$ cat config.mk
export PLATFORM = sky130hd
export DESIGN_NAME = modular_exponentiation
export DESIGN_NICKNAME = d
export VERILOG_FILES = /design/src/rtl/modexp_pkg.sv /design/src/rtl/modexp_mulmod.sv /design/src/rtl/modular_exponentiation.sv
export VERILOG_INCLUDE_DIRS = /design/src /design/src/rtl
export SDC_FILE = /design/constraint.sdc
export NUM_CORES = 2
export LEC_CHECK = 0
export CORE_MARGIN = 2
export CORE_UTILIZATION = 45
export DETAILED_ROUTE_END_ITERATION = 16
export DONT_BUFFER_PORTS = 1
export MAX_ROUTING_LAYER = met4
export PLACE_DENSITY = 0.67
export SYNTH_ARGS = -nofsm -noshare
export SYNTH_HDL_FRONTEND = slang
export SYNTH_SLANG_ARGS = --single-unit
$ cat constraint.sdc
create_clock -name clk_i -period 11.1 [get_ports clk_i]
set_input_delay 0.555 -clock clk_i [delete_from_list [all_inputs] [get_ports clk_i]]
set_output_delay 0.555 -clock clk_i [all_outputs]
set_load 0.02 [all_outputs]
$ cat src/rtl/modular_exponentiation_assert.svh
// ----------------------------------------------------------------------------
// Assertion macros for the modular exponentiation block
// Clocked on clk_i; MODEXP_ASSERT is disabled while rst_ni is low.
// ----------------------------------------------------------------------------
`ifndef MODULAR_EXPONENTIATION_ASSERT_SVH
`define MODULAR_EXPONENTIATION_ASSERT_SVH

`ifndef NO_ASSERTIONS

`define MODEXP_ASSERT(lbl, prop, msg) \
  lbl: assert property (@(posedge clk_i) disable iff (!rst_ni) (prop)) else $error(msg);

`define MODEXP_ASSERT_ALWAYS(lbl, prop, msg) \
  lbl: assert property (@(posedge clk_i) (prop)) else $error(msg);

`else

`define MODEXP_ASSERT(lbl, prop, msg)

`define MODEXP_ASSERT_ALWAYS(lbl, prop, msg)

`endif

`endif

$ cat src/rtl/modexp_pkg.sv
// ----------------------------------------------------------------------------
// modexp_pkg
// Widths, constants and unit interface types of the modular exponentiation.
// ----------------------------------------------------------------------------
package modexp_pkg;

  localparam int MOD_BITS = 31;
  localparam int EXP_BITS = 63;
  localparam int PROD_W   = 2 * MOD_BITS;
  // two remainder bits retired per cycle
  localparam int RED_STEPS = PROD_W / 2;
  localparam int CNT_W     = $clog2(RED_STEPS + 1);

  localparam int IN_TDATA_W  = ((MOD_BITS + EXP_BITS + 7) / 8) * 8;
  localparam int OUT_TDATA_W = ((MOD_BITS + 7) / 8) * 8;

  localparam logic [MOD_BITS-1:0] MOD_RESET = {MOD_BITS{1'b1}};

  localparam logic REQ_POWER   = 1'b0;
  localparam logic REQ_INVERSE = 1'b1;

  typedef struct packed {
    logic                start;
    logic [MOD_BITS-1:0] a;
    logic [MOD_BITS-1:0] b;
  } mm_req_t;

  typedef struct packed {
    logic                done;
    logic [MOD_BITS-1:0] res;
  } mm_rsp_t;

endpackage

$ cat src/rtl/modexp_mulmod.sv
// ----------------------------------------------------------------------------
// modexp_mulmod
// Shared modular multiplier: registered product, then a serial restoring
// remainder that retires two product bits per cycle.
// ----------------------------------------------------------------------------
`include "modular_exponentiation_assert.svh"

module modexp_mulmod import modexp_pkg::*; (
  input  logic                clk_i,
  input  logic                rst_ni,
  input  logic [MOD_BITS-1:0] mod_i,
  input  mm_req_t             req_i,
  output mm_rsp_t             rsp_o
);

  logic                busy_q, busy_d;
  logic                done_q, done_d;
  logic [CNT_W-1:0]    cnt_q, cnt_d;
  logic [PROD_W-1:0]   prod_q, prod_d;
  logic [MOD_BITS-1:0] rem_q, rem_d;

  logic [MOD_BITS:0] mod_ext;
  logic [MOD_BITS:0] r1, r2;

  assign mod_ext = {1'b0, mod_i};

  always_comb begin
    r1 = {rem_q, prod_q[PROD_W-1]};
    if (r1 >= mod_ext) begin
      r1 = r1 - mod_ext;
    end
    r2 = {r1[MOD_BITS-1:0], prod_q[PROD_W-2]};
    if (r2 >= mod_ext) begin
      r2 = r2 - mod_ext;
    end
  end

  always_comb begin
    busy_d = busy_q;
    done_d = 1'b0;
    cnt_d  = cnt_q;
    prod_d = prod_q;
    rem_d  = rem_q;
    if (req_i.start) begin
      prod_d = PROD_W'(req_i.a) * PROD_W'(req_i.b);
      rem_d  = '0;
      cnt_d  = '0;
      busy_d = 1'b1;
    end else if (busy_q) begin
      prod_d = {prod_q[PROD_W-3:0], 2'b00};
      rem_d  = r2[MOD_BITS-1:0];
      cnt_d  = cnt_q + CNT_W'(1);
      if (cnt_q == CNT_W'(RED_STEPS - 1)) begin
        busy_d = 1'b0;
        done_d = 1'b1;
      end
    end
  end

  always_ff @(posedge clk_i or negedge rst_ni) begin
    if (!rst_ni) begin
      busy_q <= 1'b0;
      done_q <= 1'b0;
      cnt_q  <= '0;
    end else begin
      busy_q <= busy_d;
      done_q <= done_d;
      cnt_q  <= cnt_d;
    end
  end

  always_ff @(posedge clk_i) begin
    prod_q <= prod_d;
    rem_q  <= rem_d;
  end

  assign rsp_o.done = done_q;
  assign rsp_o.res  = rem_q;

  `MODEXP_ASSERT(a_no_start_when_busy, req_i.start |-> !busy_q, "start while busy")
  `MODEXP_ASSERT(a_done_after_busy, done_q |-> $past(busy_q) && !busy_q, "stray done")
  `MODEXP_ASSERT(a_rem_reduced, done_q && (mod_i > MOD_BITS'(1)) |-> rem_q < mod_i,
                 "remainder not reduced")
  `MODEXP_ASSERT_ALWAYS(a_idle_in_reset, !rst_ni |-> !busy_q && !done_q, "busy in reset")

endmodule

$ cat src/rtl/modular_exponentiation.sv
// Items are taken one at a time: s_axis_tready is low while an item is in work, and a
// finished item waits in S_OUT while the previous result still waits on m_axis_tready.
// A modulus below 2 (result 0) or a zero effective exponent (result 1) skips mulmod.
// Reset (rst_ni, async low) returns to idle and sets the modulus to 2^31 - 1.
// ----------------------------------------------------------------------------
// modular_exponentiation
// Right-to-left square and multiply sequencer around the shared mulmod unit.
// ----------------------------------------------------------------------------
module modular_exponentiation import modexp_pkg::*; (
  input  logic                   clk_i,
  input  logic                   rst_ni,
  input  logic                   cfg_we_i,
  input  logic [MOD_BITS-1:0]    cfg_wdata_i,
  input  logic                   s_axis_tvalid,
  output logic                   s_axis_tready,
  // [30:0] base, [93:31] exponent, [95:94] zero
  input  logic [IN_TDATA_W-1:0]  s_axis_tdata,
  // [0] req_type
  input  logic                   s_axis_tuser,
  output logic                   m_axis_tvalid,
  input  logic                   m_axis_tready,
  // [30:0] result, [31] zero
  output logic [OUT_TDATA_W-1:0] m_axis_tdata
);

  localparam logic [2:0] S_IDLE  = 3'd0;
  localparam logic [2:0] S_RED   = 3'd1;
  localparam logic [2:0] S_STEP  = 3'd2;
  localparam logic [2:0] S_MACC  = 3'd3;
  localparam logic [2:0] S_SHIFT = 3'd4;
  localparam logic [2:0] S_MSQ   = 3'd5;
  localparam logic [2:0] S_OUT   = 3'd6;

  logic [2:0]          state_q, state_d;
  logic [MOD_BITS-1:0] mod_q;
  logic [EXP_BITS-1:0] exp_q, exp_d;
  logic [MOD_BITS-1:0] acc_q, acc_d;
  logic [MOD_BITS-1:0] sq_q, sq_d;
  logic                out_valid_q, out_valid_d;
  logic [MOD_BITS-1:0] out_q, out_d;

  mm_req_t mm_req;
  mm_rsp_t mm_rsp;

  logic [MOD_BITS-1:0] in_base;
  logic [EXP_BITS-1:0] in_exp, eff_exp;
  logic                in_fire;

  assign in_base = s_axis_tdata[MOD_BITS-1:0];
  assign in_exp  = s_axis_tdata[MOD_BITS+EXP_BITS-1:MOD_BITS];
  assign eff_exp = (s_axis_tuser == REQ_INVERSE) ? EXP_BITS'(mod_q - MOD_BITS'(2)) : in_exp;

  assign s_axis_tready = (state_q == S_IDLE);
  assign in_fire       = s_axis_tvalid && s_axis_tready;

  always_comb begin
    state_d     = state_q;
    exp_d       = exp_q;
    acc_d       = acc_q;
    sq_d        = sq_q;
    out_d       = out_q;
    out_valid_d = out_valid_q;
    mm_req      = '0;

    if (m_axis_tready) begin
      out_valid_d = 1'b0;
    end

    case (state_q)
      S_IDLE: begin
        if (in_fire) begin
          exp_d = eff_exp;
          if (mod_q < MOD_BITS'(2)) begin
            acc_d   = '0;
            state_d = S_OUT;
          end else if (eff_exp == '0) begin
            acc_d   = MOD_BITS'(1);
            state_d = S_OUT;
          end else begin
            // reduce the base: base * 1 mod m
            mm_req.start = 1'b1;
            mm_req.a     = in_base;
            mm_req.b     = MOD_BITS'(1);
            state_d      = S_RED;
          end
        end
      end
      S_RED: begin
        if (mm_rsp.done) begin
          sq_d    = mm_rsp.res;
          acc_d   = MOD_BITS'(1);
          state_d = S_STEP;
        end
      end
      S_STEP: begin
        if (exp_q[0]) begin
          mm_req.start = 1'b1;
          mm_req.a     = acc_q;
          mm_req.b     = sq_q;
          state_d      = S_MACC;
        end else begin
          state_d = S_SHIFT;
        end
      end
      S_MACC: begin
        if (mm_rsp.done) begin
          acc_d   = mm_rsp.res;
          state_d = S_SHIFT;
        end
      end
      S_SHIFT: begin
        exp_d = exp_q >> 1;
        if (|exp_q[EXP_BITS-1:1]) begin
          mm_req.start = 1'b1;
          mm_req.a     = sq_q;
          mm_req.b     = sq_q;
          state_d      = S_MSQ;
        end else begin
          state_d = S_OUT;
        end
      end
      S_MSQ: begin
        if (mm_rsp.done) begin
          sq_d    = mm_rsp.res;
          state_d = S_STEP;
        end
      end
      S_OUT: begin
        if (!out_valid_q || m_axis_tready) begin
          out_d       = acc_q;
          out_valid_d = 1'b1;
          state_d     = S_IDLE;
        end
      end
      default: begin
        state_d = S_IDLE;
      end
    endcase
  end

  always_ff @(posedge clk_i or negedge rst_ni) begin
    if (!rst_ni) begin
      state_q     <= S_IDLE;
      out_valid_q <= 1'b0;
      mod_q       <= MOD_RESET;
    end else begin
      state_q     <= state_d;
      out_valid_q <= out_valid_d;
      if (cfg_we_i) begin
        mod_q <= cfg_wdata_i;
      end
    end
  end

  always_ff @(posedge clk_i) begin
    exp_q <= exp_d;
    acc_q <= acc_d;
    sq_q  <= sq_d;
    out_q <= out_d;
  end

  modexp_mulmod u_mulmod (
    .clk_i  (clk_i),
    .rst_ni (rst_ni),
    .mod_i  (mod_q),
    .req_i  (mm_req),
    .rsp_o  (mm_rsp)
  );

  assign m_axis_tvalid = out_valid_q;
  assign m_axis_tdata  = OUT_TDATA_W'(out_q);

endmodule

Word-level counts from Yosys, hierarchy flattened
Index checks and enable logic that the tools add are counted.
- bits in registers: 291
- input bits: 133
- output and inout bits: 34
- logic and storage cells: 87
- add/sub/neg operators: 4
- multiply operators: 1
- $lt $le $gt $ge: 3
- eq/ne operators: 13
- multiplexer cells: 39
- reduce and logical (&&, ||, !) cells: 15
- operators with widths (operator ; count):
    2-to-1 mux 63 bit ; 7
    2-to-1 mux 31 bit ; 7
    one-hot mux 63 bit (3 select lines) ; 1
    one-hot mux 63 bit (2 select lines) ; 1
    2-to-1 mux 62 bit ; 2
    one-hot mux 31 bit (3 select lines) ; 1
    greater-or-equal comparator 32 x 31 -> 1 bit ; 2
    logical NOT 63 bit ; 1
    multiplier 31 x 31 -> 62 bit ; 1
    OR reduction 62 bit ; 1
    subtractor 31 bit ; 2
    subtractor 31 x 2 -> 32 bit (second input constant) ; 1
    < comparator 31 x 2 -> 1 bit (second input constant) ; 1
    2-to-1 mux 3 bit ; 7
    one-hot mux 3 bit (6 select lines) ; 1
    2-to-1 mux 5 bit ; 2
    == test 3 bit (second input constant) ; 3
    2-to-1 mux 1 bit ; 9
    inequality test 2 x 1 -> 1 bit (second input constant) ; 4
    == test 3 x 2 -> 1 bit (second input constant) ; 2
    AND reduction 2 bit ; 3
    adder 5 x 1 -> 5 bit (second input constant) ; 1
    == test 5 bit (second input constant) ; 1
    AND reduction 5 bit ; 1
    other kinds (12) ; 13

Longest topological paths before layout
- depth after elaboration: 9
- mapped depth: 43
- mapped depth without buffers: 39

Hierarchy
Synthesis repeated with hierarchy kept, for this count alone.
- cell total of the unflattened synthesis: 5128
- area, all modules: 48149.9 um^2
- by module, submodules not included (module ; times used ; cells an instance ; area each (um^2) ; seq. area each (um^2)):
    modexp_mulmod ; 1 ; 4287 ; 38709.6 ; 2657.5
    modular_exponentiation ; 1 ; 841 ; 9440.3 ; 5599.1

Worst setup path after synthesis
No wires, ideal clock.
- path type: register to register
- start point: register mod_q[1]
- end point: register u_mulmod.prod_q[49] (data pin)
- library setup time: 267 ps
- data arrival time: 9689 ps
- required time: 10833 ps
- setup slack: 1145 ps
- cell stages (with the launch flop): 39
- path buffers: 3
- period minus slack after synthesis: 9955 ps
- cells stage by stage: dfstp_2 > inv_1 > ha_1 > nor4b_4 > nand4_1 > xnor2_1 > a21oi_1 > or4_1 > a2111oi_2 > nand4_1 > and2_4 > buf_6 > buf_6 > a21oi_2 > buf_4 > nor2_1 > fa_1 > fa_1 > [... 3 more ...] > inv_1 > fa_1 > fa_1 > fa_1 > inv_1 > fa_1 > inv_1 > ha_1 > a21o_1 > a21o_1 > a221o_1 > a211oi_1 > o31ai_1 > a21boi_0 > o21a_1 > o21ai_0 > xnor2_1 > o21ai_0
- cells in the longest elaborated chain, start to end: 9
- elaborated cells on any way between the ends: 10
- classes of those cells: add/sub: 1; mul: 1; order compare: 1; mux: 6; reduce/logical: 1
- ends and longest elaborated chain (element ; RTL line ; source):
    start, declared ; modular_exponentiation.sv:35 ; logic [MOD_BITS-1:0] mod_q;
    start signal, assigned ; modular_exponentiation.sv:150 ; mod_q <= cfg_wdata_i;
    subtractor 31 x 2 -> 32 bit ; modular_exponentiation.sv:51 ; assign eff_exp = (s_axis_tuser == REQ_INVERSE) ? EXP_BITS'(mod_q - MOD_BITS'(2)) : in_exp;
    2-to-1 mux 63 bit ; modular_exponentiation.sv:51 ;
    logical NOT 63 bit ; modular_exponentiation.sv:76 ; end else if (eff_exp == '0) begin
    2-to-1 mux 63 bit ; modular_exponentiation.sv:76 ;
    2-to-1 mux 63 bit * ; modular_exponentiation.sv:73 ; if (mod_q < MOD_BITS'(2)) begin
    2-to-1 mux 63 bit * ; modular_exponentiation.sv:71 ; if (in_fire) begin
    one-hot mux 63 bit (3 select lines) * ; modular_exponentiation.sv:69 ; case (state_q)
    multiplier 31 x 31 -> 62 bit ; modexp_mulmod.sv:45 ; prod_d = PROD_W'(req_i.a) * PROD_W'(req_i.b);
    2-to-1 mux 62 bit * ; modexp_mulmod.sv:44 ; if (req_i.start) begin
    net u_mulmod.prod_d[49] ; modexp_mulmod.sv:19 ; logic [PROD_W-1:0] prod_q, prod_d;
    end signal, assigned ; modexp_mulmod.sv:73 ; prod_q <= prod_d;
    end, declared ; modexp_mulmod.sv:19 ;
Mark *: on every way through the listed nets, which the timed path passes. The rest lies on a longest branch.
A chain may end at the register's enable or synchronous reset.

Worst setup path in the final report
- start point: register mod_q[2]
- end point: register u_mulmod.prod_q[57] (data pin)
Same word-level chain as after synthesis.

==> reports/metrics.cfg <==
[status]
status=finished, final reports clean

[place]
gp_routability_congestion=0.9980
dpl.hpwl_um=129900
place_inst=6902
portBuffers=0

[timing]
maxSlewHeadroom_pct=15.16
setup_viol=0
tns_ns=0
timing.final.crit_period_ns=10.80
worst-slew-pin-transition_ns=1.273
final_hold_viol_count=0
min_period_over_period_pct=97.33
maxSlewViolCount=0
clock.fmax_ghz=0.09257
final.setup_skew_ns=0.01813

[clock_network]
clock_latency_ns=0.59
clockBufferDepth=3
htreeDepth=1
path_clk_slew_ns=0.07
clockRootBuffer=clkbuf_16
cts_made_buffers=29
cts.sinks=291
cts_tree=done

[synth]
synth_top_area_share_pct=34.92
yosysSeqAreaShare_pct=17.16
syn-mean-instance-area_um2=8.870
synth_flop_cell=edfxtp_1
synth-edff-count=218
synth_area_leaders=fa_1 35%, edfxtp_1 14%, ha_1 8.3%
ys_ff_latch=291
synthDistinctLibCells=80
postSynthCellCount=5423
synth_nets=6715
ys_warn_count=0
syn_area_um2=48100
synth_top_area_cell=fa_1
ys_async_sr_fraction_pct=14.43

[critical_path]
worst_setup_path_start_kind=flop
r2r_slack_ns=0.30
slowest_delay_ns=0.62
cp_top_family=adder cells
worstSetupPathType=reg2reg
crit_path_end_kind=flop
cp.required_ns=11.39
crit_path_frequent_cell=fa_1
cp_data_arrival_time_ns=11.09
cpMaxStageDelayCell=fa_1
crit_fanout=7
path_buf_inv=10

[detailed_routing]
dr.pass1.iters=6
wl_per_cell_um=22.18
ant_nets=0
vias=38660
drc_errors=0
vias_per_cell=5.535
drt-initial-drc-count=3082
totalWireLength_um=154900

[global_route]
grt-ovfl-total=0
grt_pass1_vias=39650
grt_pass1_wl_um=238000
use_met2_pct=44.94
antenna_found_initial=10
gr-usage-met3_pct=6.725
grt-busiest-layer=met2
grt_max_degree=115
grtUsageMet1_pct=39.54
grt_util_all_layers_pct=29.68

[power_and_ir_drop]
p_per_area_nw_per_um2=142.6
p_leak_nw=24.89
vdd_drop_max_mv=0.2661

[flow_run]
maxCapViolations=0

[floorplan]
row_count=119
dieArea_um2=109500
die_w_um=330.9
start_util_pct=45.50
pin_count=167
coreArea_um2=105700
die_h_um=330.9

[cells_and_area]
syn2layout_area_growth_pct=10.38
nFillCells=9972
fin_cells=6984
fin_nets=6855
drive_above_1_share_pct=10.97

[min_path]
hold_path.class=in2reg

synthesized netlist by cell type, types with 17 or more instances:
cell         n
dfstp_2     31
buf_2       65
and2_1      60
nand3_1     50
xnor2_1     77
a211oi_1    27
buf_4       21
nor3_1      34
o211ai_1    17
clkbuf_1   161
o21a_1      21
nand4_1     43
mux2i_1     35
and3_1      17
nor2_1     656
edfxtp_1   218
nand2_1    757
nor2b_1     26
nor4_1      39
xor2_1      43
a22o_1      32
a21o_1      72
ha_1       320
inv_1     1021
o31ai_1     18
a21oi_1    176
a31oi_1     56
o21ai_0    211
fa_1       839
dfxtp_1     31
power breakdown:
group          total, mW  leakage [nW]  switching [mW]  internal (mW)
logic               4.78          21.6            2.88           1.91
registers           1.78          2.87           0.215           1.56
clock network       1.01         0.459           0.461          0.551
what timing repair did:
item,4_1_cts,5_1_grt
hold buffers,2,0
cloned,0,2
setup endpoints to repair,10,29
endpoints found under the hold margin,42,0
pin swaps,2,20
buffers inserted,5,12
resized for setup,1,96
metal layers:
| layer | vias to the layer above | part of all wire, % |
|---|---|---|
| li1 | 17320 | - |
| met1 | 19360 | 41 |
| met2 | 1696 | 45 |
| met3 | 283 | 11 |
| met4 | 0 | 3.8 |
| met5 | - | 0 |
final timing paths:
| check | startpoint | end | cells past startpoint |
|---|---|---|---|
| worst max-delay path | mod_q[2] | u_mulmod.prod_q[57] | 40 |
| worst min-delay path | cfg_we_i | mod_q[16] | 1 |
| worst max register to register | mod_q[2] | u_mulmod.prod_q[57] | 40 |
| worst min register to register | acc_q[1] | out_q[1] | 0 |
| max in group asynchronous | rst_ni | mod_q[23] | 2 |
| min in group asynchronous | rst_ni | u_mulmod.cnt_q[0] | 2 |
cells by family after synthesis:
family	share of synthesized area, %
XOR/XNOR	2.185
adder cells (fa/ha/maj)	43.24
AO/OA/AOI/OAI	10.28
flip-flops	17.16
buffers and inverters	10.50
other	0.007796
AND/OR/NAND/NOR	15.51
multiplexers	1.103
final cells by class:
class	instances	area, µm²	area share [%]
clock inverter	18	192.7	0.3629
tap	1391	1740	3.278
inverter	1021	3832	7.218
timing repair buffer	376	3085	5.811
antenna	7	17.52	0.03299
clock buffer	36	772.0	1.454
multi-input combinational	3844	35200	66.29
sequential	291	8258	15.55
cell usage in the layout, fill, tap and decap left out, types with 18 or more instances in the layout:
master / synthesis / layout
inv_1: 1021 / 1021
fa_1: 839 / 828
nand2_1: 757 / 752
nor2_1: 656 / 651
buf_4: 21 / 351
ha_1: 320 / 316
edfxtp_1: 218 / 218
o21ai_0: 211 / 199
a21oi_1: 176 / 166
xnor2_1: 77 / 76
a21o_1: 72 / 61
and2_1: 60 / 60
a31oi_1: 56 / 50
nand3_1: 50 / 50
nand4_1: 43 / 43
xor2_1: 43 / 43
nor4_1: 39 / 35
mux2i_1: 35 / 35
nor3_1: 34 / 32
a22o_1: 32 / 32
dfstp_2: 31 / 31
dfxtp_1: 31 / 31
clkbuf_16: 0 / 30
nor2b_1: 26 / 25
a211oi_1: 27 / 25
a21oi_4: 13 / 21
o21a_1: 21 / 21
a21oi_2: 16 / 18
stage by stage:
stage | power, mW | setup WS [ns] | util [%] | cell area, µm² | hold slack, ns
after global placement | 6.350 | -0.002276 | 48.75 | 51540 | 0.2702
after global routing | 8.097 | -0.07864 | 50.22 | 53090 | 0.03693
after detailed placement | 6.397 | -0.05017 | 48.75 | 51540 | 0.2704
final | 7.572 | 0.2968 | 50.23 | 53100 | 0.04506
after CTS | 7.464 | 0.03466 | 49.75 | 52590 | 0.002264
after floorplan | 5.080 | 1.145 | - | 48100 | 0.2594
registers in the layout (all words and copies together), names as in the netlist:
signal,flops
m_axis_tvalid,1
acc_q,31
u_mulmod.prod_q,62
exp_q,63
state_q,3
u_mulmod.rem_q,31
u_mulmod.cnt_q,5
u_mulmod.done_q,1
u_mulmod.busy_q,1
mod_q,31
sq_q,31
out_q,31
Power figures use the tool's default switching activity.
